[src/hdl/lkvc_pkg.sv]
package lkvc_pkg;

    // store geometry
    localparam int ENTRIES  = 16;
    localparam int KEY_BITS = 32;

    // field widths fixed by the interface
    localparam int DATA_W = 32;
    localparam int CAP_W  = 5;

    // derived widths
    localparam int IDX_W  = (ENTRIES > 1) ? $clog2(ENTRIES) : 1;
    localparam int RANK_W = IDX_W;
    localparam int LIM_W  = RANK_W + 1;
    localparam int CNT_W  = $clog2(ENTRIES + 1);

    // capacity register value after reset
    localparam logic [CAP_W-1:0] CAP_RESET = CAP_W'(16);

    // value returned on a miss and on every put
    localparam logic [DATA_W-1:0] MISS_VALUE = '1;

    // commands from the controller to the datapath
    typedef struct packed {
        logic accept;
        logic look;
        logic commit;
    } t_lkvc_cmd;

    // request key as stored: sign-extended, then cut to the key width
    function automatic logic [KEY_BITS-1:0] fit_key(input logic [DATA_W-1:0] k);
        logic [63:0] ext;
        ext = {{32{k[DATA_W-1]}}, k};
        return ext[KEY_BITS-1:0];
    endfunction

endpackage

[src/hdl/lkvc_ctrl.sv]
module lkvc_ctrl (
    input  logic                 i_clk,
    input  logic                 i_rst_n,
    input  logic                 i_req_valid,
    output logic                 o_req_ready,
    output logic                 o_res_valid,
    input  logic                 i_res_ready,
    output lkvc_pkg::t_lkvc_cmd  o_cmd
);

    localparam logic [1:0] S_IDLE = 2'd0;
    localparam logic [1:0] S_LOOK = 2'd1;
    localparam logic [1:0] S_UPDT = 2'd2;

    logic [1:0] r_state;
    logic [1:0] n_state;
    logic       r_out_valid;
    logic       n_out_valid;
    logic       out_free;
    logic       accept;
    logic       commit;

    // result register can take a new item this cycle
    assign out_free = !r_out_valid || i_res_ready;

    // next state and commands
    always_comb begin
        n_state = r_state;
        accept  = 1'b0;
        commit  = 1'b0;
        unique case (r_state)
            S_IDLE: begin
                if (i_req_valid) begin
                    accept  = 1'b1;
                    n_state = S_LOOK;
                end
            end
            S_LOOK: begin
                n_state = S_UPDT;
            end
            S_UPDT: begin
                if (out_free) begin
                    commit = 1'b1;
                    if (i_req_valid) begin
                        accept  = 1'b1;
                        n_state = S_LOOK;
                    end else begin
                        n_state = S_IDLE;
                    end
                end
            end
            default: begin
                n_state = S_IDLE;
            end
        endcase
    end

    // result valid flag
    always_comb begin
        n_out_valid = r_out_valid;
        if (commit) begin
            n_out_valid = 1'b1;
        end else if (r_out_valid && i_res_ready) begin
            n_out_valid = 1'b0;
        end
    end

    always_ff @(posedge i_clk) begin
        if (!i_rst_n) begin
            r_state     <= S_IDLE;
            r_out_valid <= 1'b0;
        end else begin
            r_state     <= n_state;
            r_out_valid <= n_out_valid;
        end
    end

    assign o_req_ready  = (r_state == S_IDLE) || ((r_state == S_UPDT) && out_free);
    assign o_res_valid  = r_out_valid;
    assign o_cmd.accept = accept;
    assign o_cmd.look   = (r_state == S_LOOK);
    assign o_cmd.commit = commit;

endmodule

[src/hdl/lkvc_dpath.sv]
module lkvc_dpath (
    input  logic                                i_clk,
    input  logic                                i_rst_n,
    input  lkvc_pkg::t_lkvc_cmd                 i_cmd,
    input  logic                                i_cfg_we,
    input  logic        [lkvc_pkg::CAP_W-1:0]   i_cfg_data,
    input  logic                                i_req_type,
    input  logic signed [lkvc_pkg::DATA_W-1:0]  i_req_key,
    input  logic signed [lkvc_pkg::DATA_W-1:0]  i_req_value,
    output logic                                o_hit,
    output logic signed [lkvc_pkg::DATA_W-1:0]  o_read_value
);

    localparam int N  = lkvc_pkg::ENTRIES;
    localparam int KW = lkvc_pkg::KEY_BITS;
    localparam int DW = lkvc_pkg::DATA_W;
    localparam int IW = lkvc_pkg::IDX_W;
    localparam int RW = lkvc_pkg::RANK_W;
    localparam int LW = lkvc_pkg::LIM_W;
    localparam int CW = lkvc_pkg::CNT_W;

    // entry store
    logic [KW-1:0] r_keys   [N];
    logic [DW-1:0] r_values [N];
    logic [RW-1:0] r_rank   [N];
    logic [N-1:0]  r_valid;
    logic [CW-1:0] r_occ;
    logic [lkvc_pkg::CAP_W-1:0] r_cap;

    // request held for the lookup and update
    logic          r_req_put;
    logic [KW-1:0] r_req_key;
    logic [DW-1:0] r_req_value;

    // lookup results
    logic          r_l_hit;
    logic [IW-1:0] r_l_slot;
    logic [LW-1:0] r_l_limit;
    logic          r_l_apply;
    logic          r_l_wr_key;
    logic          r_l_grow;
    logic [DW-1:0] r_l_rdv;

    logic          n_hit;
    logic [IW-1:0] n_hit_idx;
    logic [IW-1:0] n_free_idx;
    logic [IW-1:0] n_victim_idx;
    logic [IW-1:0] n_slot;
    logic          n_full;
    logic [31:0]   eff_cap;
    logic [31:0]   cap32;

    // output register
    logic          r_out_hit;
    logic [DW-1:0] r_out_value;

    // effective capacity and full test
    assign cap32   = 32'(r_cap);
    assign eff_cap = (cap32 == 32'd0) ? 32'd1 : ((cap32 > N) ? 32'(N) : cap32);
    assign n_full  = (32'(r_occ) >= eff_cap);

    // key match, first free entry and least recent entry
    always_comb begin
        n_hit        = 1'b0;
        n_hit_idx    = '0;
        n_free_idx   = '0;
        n_victim_idx = '0;
        for (int i = N - 1; i >= 0; i--) begin
            if (r_valid[i] && (r_keys[i] == r_req_key)) begin
                n_hit     = 1'b1;
                n_hit_idx = IW'(i);
            end
            if (!r_valid[i]) begin
                n_free_idx = IW'(i);
            end
            if (r_valid[i] && (32'(r_rank[i]) == (32'(r_occ) - 32'd1))) begin
                n_victim_idx = IW'(i);
            end
        end
        if (n_hit) begin
            n_slot = n_hit_idx;
        end else if (n_full) begin
            n_slot = n_victim_idx;
        end else begin
            n_slot = n_free_idx;
        end
    end

    // request capture
    always_ff @(posedge i_clk) begin
        if (i_cmd.accept) begin
            r_req_put   <= i_req_type;
            r_req_key   <= lkvc_pkg::fit_key(i_req_key);
            r_req_value <= i_req_value;
        end
    end

    // lookup register
    always_ff @(posedge i_clk) begin
        if (i_cmd.look) begin
            r_l_hit    <= n_hit;
            r_l_slot   <= n_slot;
            r_l_limit  <= n_hit ? {1'b0, r_rank[n_hit_idx]} : LW'(N);
            r_l_apply  <= n_hit || r_req_put;
            r_l_wr_key <= !n_hit && r_req_put;
            r_l_grow   <= !n_hit && r_req_put && !n_full;
            r_l_rdv    <= (n_hit && !r_req_put) ? r_values[n_hit_idx] : lkvc_pkg::MISS_VALUE;
        end
    end

    // recency, valid bits, occupancy and capacity
    always_ff @(posedge i_clk) begin
        if (!i_rst_n) begin
            r_valid <= '0;
            r_occ   <= '0;
            r_cap   <= lkvc_pkg::CAP_RESET;
            for (int i = 0; i < N; i++) begin
                r_rank[i] <= '0;
            end
        end else begin
            if (i_cfg_we) begin
                r_cap <= i_cfg_data;
            end
            if (i_cmd.commit && r_l_apply) begin
                for (int i = 0; i < N; i++) begin
                    if (IW'(i) == r_l_slot) begin
                        r_rank[i]  <= '0;
                        r_valid[i] <= 1'b1;
                    end else if (r_valid[i] && ({1'b0, r_rank[i]} < r_l_limit)) begin
                        r_rank[i] <= r_rank[i] + RW'(1);
                    end
                end
            end
            if (i_cmd.commit && r_l_grow) begin
                r_occ <= r_occ + CW'(1);
            end
        end
    end

    // key and value store
    always_ff @(posedge i_clk) begin
        if (i_cmd.commit && r_l_wr_key) begin
            r_keys[r_l_slot] <= r_req_key;
        end
        if (i_cmd.commit && r_req_put) begin
            r_values[r_l_slot] <= r_req_value;
        end
    end

    // result register
    always_ff @(posedge i_clk) begin
        if (i_cmd.commit) begin
            r_out_hit   <= r_l_hit;
            r_out_value <= r_l_rdv;
        end
    end

    assign o_hit        = r_out_hit;
    assign o_read_value = r_out_value;

endmodule

[src/hdl/lru_key_value_cache.sv]
// lru key/value cache, fully associative, least recent entry replaced
// sequence: key compare state, then recency rank update state, then the result register
// overlap: the next item is accepted as the last one commits its update;
//   a waiting result stalls the update
// reset: synchronous active low; store empty, capacity 16, no result pending
module lru_key_value_cache (
    input  logic                                i_clk,
    input  logic                                i_rst_n,
    input  logic                                i_cfg_we,
    input  logic        [lkvc_pkg::CAP_W-1:0]   i_cfg_data,
    input  logic                                i_req_valid,
    output logic                                o_req_ready,
    input  logic                                i_req_type,
    input  logic signed [lkvc_pkg::DATA_W-1:0]  i_req_key,
    input  logic signed [lkvc_pkg::DATA_W-1:0]  i_req_value,
    output logic                                o_res_valid,
    input  logic                                i_res_ready,
    output logic                                o_hit,
    output logic signed [lkvc_pkg::DATA_W-1:0]  o_read_value
);

    lkvc_pkg::t_lkvc_cmd cmd;

    // sequencing
    lkvc_ctrl u_ctrl (
        .i_clk       (i_clk),
        .i_rst_n     (i_rst_n),
        .i_req_valid (i_req_valid),
        .o_req_ready (o_req_ready),
        .o_res_valid (o_res_valid),
        .i_res_ready (i_res_ready),
        .o_cmd       (cmd)
    );

    // store, lookup and update
    lkvc_dpath u_dpath (
        .i_clk        (i_clk),
        .i_rst_n      (i_rst_n),
        .i_cmd        (cmd),
        .i_cfg_we     (i_cfg_we),
        .i_cfg_data   (i_cfg_data),
        .i_req_type   (i_req_type),
        .i_req_key    (i_req_key),
        .i_req_value  (i_req_value),
        .o_hit        (o_hit),
        .o_read_value (o_read_value)
    );

endmodule
[config.mk]
export PLATFORM = sky130hd
export DESIGN_NAME = lru_key_value_cache
export DESIGN_NICKNAME = d
export VERILOG_FILES = /design/src/hdl/lkvc_pkg.sv /design/src/hdl/lkvc_ctrl.sv /design/src/hdl/lkvc_dpath.sv /design/src/hdl/lru_key_value_cache.sv
export SDC_FILE = /design/constraint.sdc
export NUM_CORES = 2
export LEC_CHECK = 0
export BUFFER_PORTS_ARGS = -buffer_cell sky130_fd_sc_hd__buf_2
export CAP_MARGIN = 0
export CELL_PAD_IN_SITES_DETAIL_PLACEMENT = 1
export CELL_PAD_IN_SITES_GLOBAL_PLACEMENT = 1
export CORE_ASPECT_RATIO = 1.4
export CORE_MARGIN = 1.5
export CORE_UTILIZATION = 40
export DETAILED_ROUTE_END_ITERATION = 10
export PLACE_DENSITY_LB_ADDON = 0.12
export SYNTH_ARGS = -nofsm -noshare
export SYNTH_HDL_FRONTEND = slang
export SYNTH_SLANG_ARGS = --single-unit
[constraint.sdc]
create_clock -name i_clk -period 4.69 [get_ports i_clk]
set_clock_uncertainty 0.1 [all_clocks]
set_input_delay 0.469 -clock i_clk [delete_from_list [all_inputs] [get_ports i_clk]]
set_output_delay 0.469 -clock i_clk [all_outputs]
set_load 0.03 [all_outputs]
Word level (Yosys, flattened, before mapping)
Memories as Yosys holds them, arrays and structs flattened. A register that Yosys moved wholly into a read port is not among the register bits.
Index checks and enable logic that the tools add are counted.

operators by class
  $add $sub $neg = 18
  eq/ne operators = 51
  order comparisons = 18
  mux-type cells = 261
  reduce and logical (&&, ||, !) cells = 86
  bitwise gates (word level) = 32

operators by type and width
  operator             count
  $eq 32x32->1         16
  $eq 4x32->1          16
  $mux 4               82
  $mux 1               172
  $lt 4x5->1           16
  $add 4x1->4 const B  16
  $logic_and 1x1->1    57
  $reduce_and 2->1     17
  $eq 4x4->1 const A   8
  $ge 5x32->1          1
  $logic_not 32->1     1
  $mux 32              1
  $or 1x1->1           32
  $eq 3x4->1 const A   4
  $mux 5               2
  $eq 2x4->1 const A   2
  $pmux 2 s3           1
  $sub 5x1->6 const B  1
  $add 5x1->5 const B  1
  $gt 5x5->1 const B   1
  $logic_not 1->1      5
  $eq 1x4->1 const A   1
  $logic_not 4->1      1
  $mux 2               2
  other kinds (8)      10

word-level totals
  flip-flop bits (word level) = 140
  output and inout bits = 35
  memory bits (writable) = 1088
  input bits = 75
  memories = 3

memory list
  memory            words  width  rd ports  clocked after memory_dff  write ports  line              text
  u_dpath.r_keys    16     32     16        0                         1            lkvc_dpath.sv:23  logic [KW-1:0] r_keys [N];
  u_dpath.r_values  16     32     1         1                         1            lkvc_dpath.sv:24  logic [DW-1:0] r_values [N];
  u_dpath.r_rank    16     4      17        0                         16           lkvc_dpath.sv:25  logic [RW-1:0] r_rank [N];

Depth between registers and ports, before layout
An unclocked memory read counts as a cell.

  depth in word-level cells = 22
  mapped depth = 17
  depth with buffers taken out = 15

By module
A second synthesis with hierarchy kept.

unflattened totals
  cells, all modules = 3501
  area, all modules = 53751.6 um^2

modules (own cells, without submodules)
  module      seq. area each (um^2)  cells an instance  area an instance (um^2)  times used
  lkvc_dpath  37486.0                3484               53585.1                  1
  lkvc_ctrl   60.1                   17                 166.4                    1

Worst setup path after synthesis
No wires, ideal clock.

  kind = reg2reg
  start = register u_ctrl.r_out_valid, in the netlist u_ctrl.o_res_valid
  end = memory u_dpath.r_values[15][0] (netlist name), enable pin
  arrival time = 4.246 ns
  cell stages (with the launch flop) = 6
  buffers on the path = 1
  clock period less this slack = 4.767 ns
  library setup time = 0.421 ns
  data required time = 4.169 ns
  path slack = -0.077 ns
  path through = dfxtp_1 nor2b_1 nor2_1 nand2_1 clkbuf_1 nor2_1

on the way
  cells in the longest elaborated chain, start to end = 7

ends and longest elaborated chain
  item                          line               text
  start, declared               lkvc_ctrl.sv:17    logic r_out_valid;
  start signal, assigned        lkvc_ctrl.sv:74    r_out_valid <= n_out_valid;
  $logic_not 1->1               lkvc_ctrl.sv:24    assign out_free = !r_out_valid || i_res_ready;
  $logic_or 1x1->1              lkvc_ctrl.sv:24
  $mux 1                        lkvc_ctrl.sv:42    if (out_free) begin
  $mux 1                        lkvc_ctrl.sv:31    unique case (r_state)
  via u_ctrl.commit             lkvc_ctrl.sv:21    logic commit;
  $logic_and 1x1->1             lkvc_dpath.sv:145  if (i_cmd.commit && r_req_put) begin
  $mux 1                        lkvc_dpath.sv:145
  $mux 1 (not written as such)  lkvc_dpath.sv:146  r_values[r_l_slot] <= r_req_value;
  end, declared                 lkvc_dpath.sv:24

The timed path passes the listed nets, and every way through them passes these cells.

Final worst setup path
  start = register u_dpath.r_req_key[3]
  end = register u_dpath.r_l_rdv[16], read port of u_dpath.r_values (data pin)

on the way
  cells in the longest elaborated chain, start to end = 20
  elaborated cells on any way between the ends = 66
  those cells by class = 16 x eq/ne; 32 x mux; 18 x reduce/logical

ends and longest elaborated chain
  item                       line               text
  start, declared            lkvc_dpath.sv:32   logic [KW-1:0] r_req_key;
  start signal, assigned     lkvc_dpath.sv:93   r_req_key <= lkvc_pkg::fit_key(i_req_key);
  $eq 32x32->1               lkvc_dpath.sv:69   if (r_valid[i] && (r_keys[i] == r_req_key)) begin
  $logic_and 1x1->1          lkvc_dpath.sv:69
  $mux 1 (16 in series)      lkvc_dpath.sv:69
  $logic_and 1x1->1          lkvc_dpath.sv:107  r_l_rdv <= (n_hit && !r_req_put) ? r_values[n_hit_idx] : lkvc_pkg::MISS_VALUE;
  $logic_not 1->1 (no line)  -
  end, declared              lkvc_dpath.sv:42   logic [DW-1:0] r_l_rdv;

Parallel ways exist; a longest one is shown, timed or not.
A chain may end at the register's enable or synchronous reset.

==> key figures <==
Layout
  • Area delta synth->final: 18.6%
  • Share of post-route cells with drive strength above 1: 16.6%
  • Final net count: just over 4000

Clock network
  • Maximum buffer depth of the clock tree: 3
  • Clk slew on worst S/H paths: ~0.06 ns
  • H-tree lvl count: 4
  • TritonCTS clock tree: yes
  • Clock root buffer: clkbuf_16
  • Clock Sinks: 1260
  • Skew-Pair Late Insertion Delay: between 0.7 and 0.8 ns
  • CTS buffer count: 130

GRT
  • Largest net degree at the start of global routing: 60
  • GRT overflow: 0
  • Total track usage: between 20% and 30%
  • Vias in the first global route: roughly 35000
  • Initial antenna violation count: 1
  • First-pass GRT wire length: ~250 mm

Route
  • WL/cell: ~30 um
  • Initial DRC count: around 2400
  • TritonRoute pass-1 iters: 6
  • Final Routed Wirelength: 171 mm
  • Vias per inst: about 5.6
  • ANT nets after route: 0
  • Vias: 32600
  • DRC: 0

Worst setup path
  • Critical R2R Capture: u_dpath.r_l_rdv[16]$_SDFFCE_PN1N_
  • Worst path max stage delay: 0.53 ns
  • Top Family by Delay on Critical Path: simple AND/OR/NAND/NOR gates
  • Startpoint types: flop
  • Arr. time, crit path: roughly 5 ns
  • Critical path class: flop to flop
  • Worst setup EP type: flop
  • CP required: around 5.1 ns
  • Most used cell, CP: buf_12
  • R2R setup slack: 0.1 ns
  • Crit-path slowest cell: or4b_1
  • Buf/Inv on CP: 4
  • Worst path cell trace: xor2_1 -> or4_1 -> or4b_1 -> or4_4 -> o21ai_0 -> a21boi_1 -> o21a_1 -> o211ai_1 -> a41oi_2 -> buf_6 -> buf_4 -> nor2b_4 -> buf_12 -> buf_12 -> a22oi_1 -> and4b_1
  • Crit Path Max Fanout: 11
  • Worst R2R Start: u_dpath.r_req_key[3]$_DFFE_PP_
  • R2R depth: 16

Power
  • Overall Power: ~24 mW
  • Pwr per Cell Area: around 370 nW/um^2
  • Worst vdd ir: roughly 0.38 mV
  • Leakage: 22.5 nW

Synth
  • Syn avg cell area: approximately 15 um^2
  • Main synth FF type: edfxtp_1
  • Post-synthesis sequential area ratio: just under 70%
  • Synth Instances: roughly 3500
  • Netlist Area Pre-Place: about 54000 um^2
  • Warnings, synthesis: 0
  • EDFF count, synth: about 1200
  • Synth cell types: 72
  • Mapped Nets: about 3700
  • Post-synthesis async set-or-reset flop share: 0%
  • FF+latch count, synth: about 1300

Floorplan
  • Starting Density: roughly 40%
  • Die Y: ~440 um
  • Core Region: between 100000 and 150000 um^2
  • Chip width: between 300 and 400 um
  • # rows: 160
  • Die ar.: between 100000 and 150000 um^2
  • IO Count: 110

STA
  • Min Hold Slack: 0.245 ns
  • Worst slew margin: between 10% and 20%
  • Final hold vios: 0
  • Final Cycle Share: approximately 98%
  • Worst-Margin Slew: about 1.2 ns
  • Final Max Tran Viols: 0
  • Max Freq: 218 MHz
  • Setup violators final: 0
  • Crit path time final: about 4.6 ns

Placed design
  • Port Buffers: about 110
  • Routability cong.: 0.895
  • HPWL after DPL: about 110 mm

Outcome
  • Outcome: complete, no violations

Worst hold path
  • Hold Crit Endpoint: u_ctrl.r_state[1]$_SDFFE_PN0P_
  • Worst hold path type: input pin to flop
  • WHS Path Cells: 4
  • Hold path startpoint: i_rst_n

Job
  • Max-Cap Viols: 0
[per-stage QoR]
stage	cells	area (um^2)	setup WS, ns	setup TNS (ns)	util, %
after floorplan	3535	54400	0.372	0	-
after global placement	5540	59500	-0.155	-2.11	43.9
after detailed placement	5540	59500	-0.121	-1.32	43.9
after CTS	5851	64500	0.00929	0	47.6
after global routing	5854	64600	-0.000523	-0.000523	47.7
final	5855	64600	0.0967	0	47.7
[repair_timing]
| action | 4_1_cts | 5_1_grt |
|---|---|---|
| cloned | 1 | 1 |
| endpoints found under the hold margin | 72 | 0 |
| hold buffers | 78 | 0 |
| pin swaps | 1 | 3 |
| gates resized for setup | 3 | 11 |
| setup buffers | 2 | 1 |
| endpoints found under the setup margin | 28 | 34 |
[layout by cell type, fill, tap and decap left out, types with 12 or more instances in the layout]
cell type      synthesis  final
buf_12                 0     59
a21o_1                33     33
nand4_1               94     94
mux2_2                48     48
dlygate4sd3_1          0     78
or4_1                 15     14
nand4b_1              15     15
nand2_1              121    121
nand3_1               58     58
o21ai_0               24     24
xor2_1               365    364
nand2b_1              32     31
a22oi_1               64     64
mux2i_1              277    277
nor4_1               132    132
nor2b_1               17     15
clkinv_2               0     17
nor2_2                 1     15
o21a_1                18     18
o2111ai_1             18     18
dfxtp_1               29     29
nor3_1                50     49
clkinv_1               1     31
buf_2                 60    109
and3_1                13     12
edfxtp_1            1231   1231
xnor2_1              246    243
and4b_1               32     32
nor2_4                 0     19
o22ai_1               41     41
nand3b_1              16     16
clkbuf_16              0    137
nor2_1               139    106
ha_1                  71     71
clkbuf_1              58     28
buf_4                  9    207
a21oi_1               24     23
inv_1                 42     42
[worst reg2reg max path, cell delays in order (launching register included)]
cell	delay, ns
edfxtp_1	0.48
xor2_1	0.21
or4_1	0.51
or4b_1	0.53
or4_4	0.53
o21ai_0	0.10
a21boi_1	0.14
o21a_1	0.21
o211ai_1	0.26
a41oi_2	0.18
buf_6	0.18
buf_4	0.14
nor2b_4	0.13
buf_12	0.14
buf_12	0.16
a22oi_1	0.14
and4b_1	0.20
[worst max-delay path by stage]
stage                                    startpoint                                 to  slack [ns]  cells past startpoint
finish               u_dpath.r_req_key[3]$_DFFE_PP_  u_dpath.r_l_rdv[16]$_SDFFCE_PN1N_         0.1                     16
global route         u_dpath.r_req_key[3]$_DFFE_PP_  u_dpath.r_l_rdv[16]$_SDFFCE_PN1N_     -0.0005                     16
floorplan           u_dpath.r_req_key[25]$_DFFE_PP_   u_dpath.r_l_rdv[0]$_SDFFCE_PN1N_        0.37                     16
global placement    u_dpath.r_req_key[17]$_DFFE_PP_  u_dpath.r_l_rdv[15]$_SDFFCE_PN1N_       -0.15                     13
detailed placement  u_dpath.r_req_key[17]$_DFFE_PP_   u_dpath.r_l_rdv[9]$_SDFFCE_PN1N_       -0.12                     13
CTS                  u_dpath.r_req_key[2]$_DFFE_PP_  u_dpath.r_l_rdv[17]$_SDFFCE_PN1N_       0.009                     13
[power breakdown]
part	switching [mW]	internal (mW)
clock	4.40	5.95
sequential	0.138	12.4
combinational	0.725	0.408
total	5.26	18.8
[metal layers]
layer / track usage (%) / wire [um] / share of wire, % / up-vias
met5: 0 / 0 / 0 / -
met4: 9.16 / 6230 / 3.6 / 0
met1: 30.4 / 69200 / 40 / 17100
met2: 44.2 / 89300 / 52 / 793
li1: - / - / - / 14400
met3: 3.17 / 6530 / 3.8 / 268
[state kept, by name, summed over array words and instances (netlist names)]
| register | flops |
|---|---|
| u_dpath.o_read_value | 32 |
| u_dpath.r_valid | 16 |
| u_dpath.o_hit | 1 |
| u_dpath.r_l_limit | 5 |
| u_dpath.r_l_apply | 1 |
| u_dpath.r_l_slot | 4 |
| u_dpath.r_l_grow | 1 |
| u_dpath.r_req_put | 1 |
| u_ctrl.o_res_valid | 1 |
| u_dpath.r_values | 512 |
| u_dpath.r_occ | 5 |
| u_dpath.r_req_value | 32 |
| u_dpath.r_req_key | 32 |
| u_dpath.r_keys | 512 |
| u_dpath.r_l_wr_key | 1 |
| u_dpath.r_rank | 64 |
| u_ctrl.r_state | 2 |
| u_dpath.r_cap | 5 |
| u_dpath.r_l_hit | 1 |
| u_dpath.r_l_rdv | 32 |
[cell families (layout without fill, tap and decap cells)]
logic type	Yosys count	in the layout	synth area share, %
mux	325	325	6.09
buf+inv	195	731	1.59
other cells	0	2	0
flops	1260	1260	69.0
compound gates	275	275	3.59
simple gates	798	798	8.32
xor+xnor	611	611	9.83
fa+ha+maj	71	71	1.63
[cell type report]
class / count / area [um^2]
repair buffers: 458 / 4150
multi-input cells: 2080 / 16300
clock buffers: 168 / 3560
inverters: 43 / 161
clock inverters: 62 / 582
well taps: 1782 / 2230
diodes: 2 / 5.00
fillers: 13000 / 70900
flip-flops and latches: 1260 / 37500
[synth_stat cells (all sizes together), types with 9 or more instances]
library cell | count | area [um^2]
edfxtp | 1231 | 37000
xor2 | 365 | 3200
mux2i | 277 | 2770
xnor2 | 246 | 2150
nor2 | 140 | 528
nor4 | 133 | 838
nand2 | 121 | 454
buf | 94 | 484
nand4 | 94 | 588
ha | 71 | 888
a22oi | 64 | 480
nand3 | 60 | 310
clkbuf | 58 | 218
nor3 | 51 | 260
mux2 | 48 | 541
inv | 42 | 158
o22ai | 41 | 257
a21o | 33 | 248
and4b | 32 | 320
nand2b | 32 | 200
dfxtp | 29 | 581
o21ai | 26 | 141
a21oi | 24 | 120
o2111ai | 18 | 158
o21a | 18 | 135
nor2b | 17 | 106
nand3b | 16 | 120
nand4b | 15 | 131
or4 | 15 | 113
and2 | 13 | 81.3
and3 | 13 | 81.3
nor4b | 9 | 78.8
or4b | 9 | 90.1
Power figures use the tool's default switching activity.
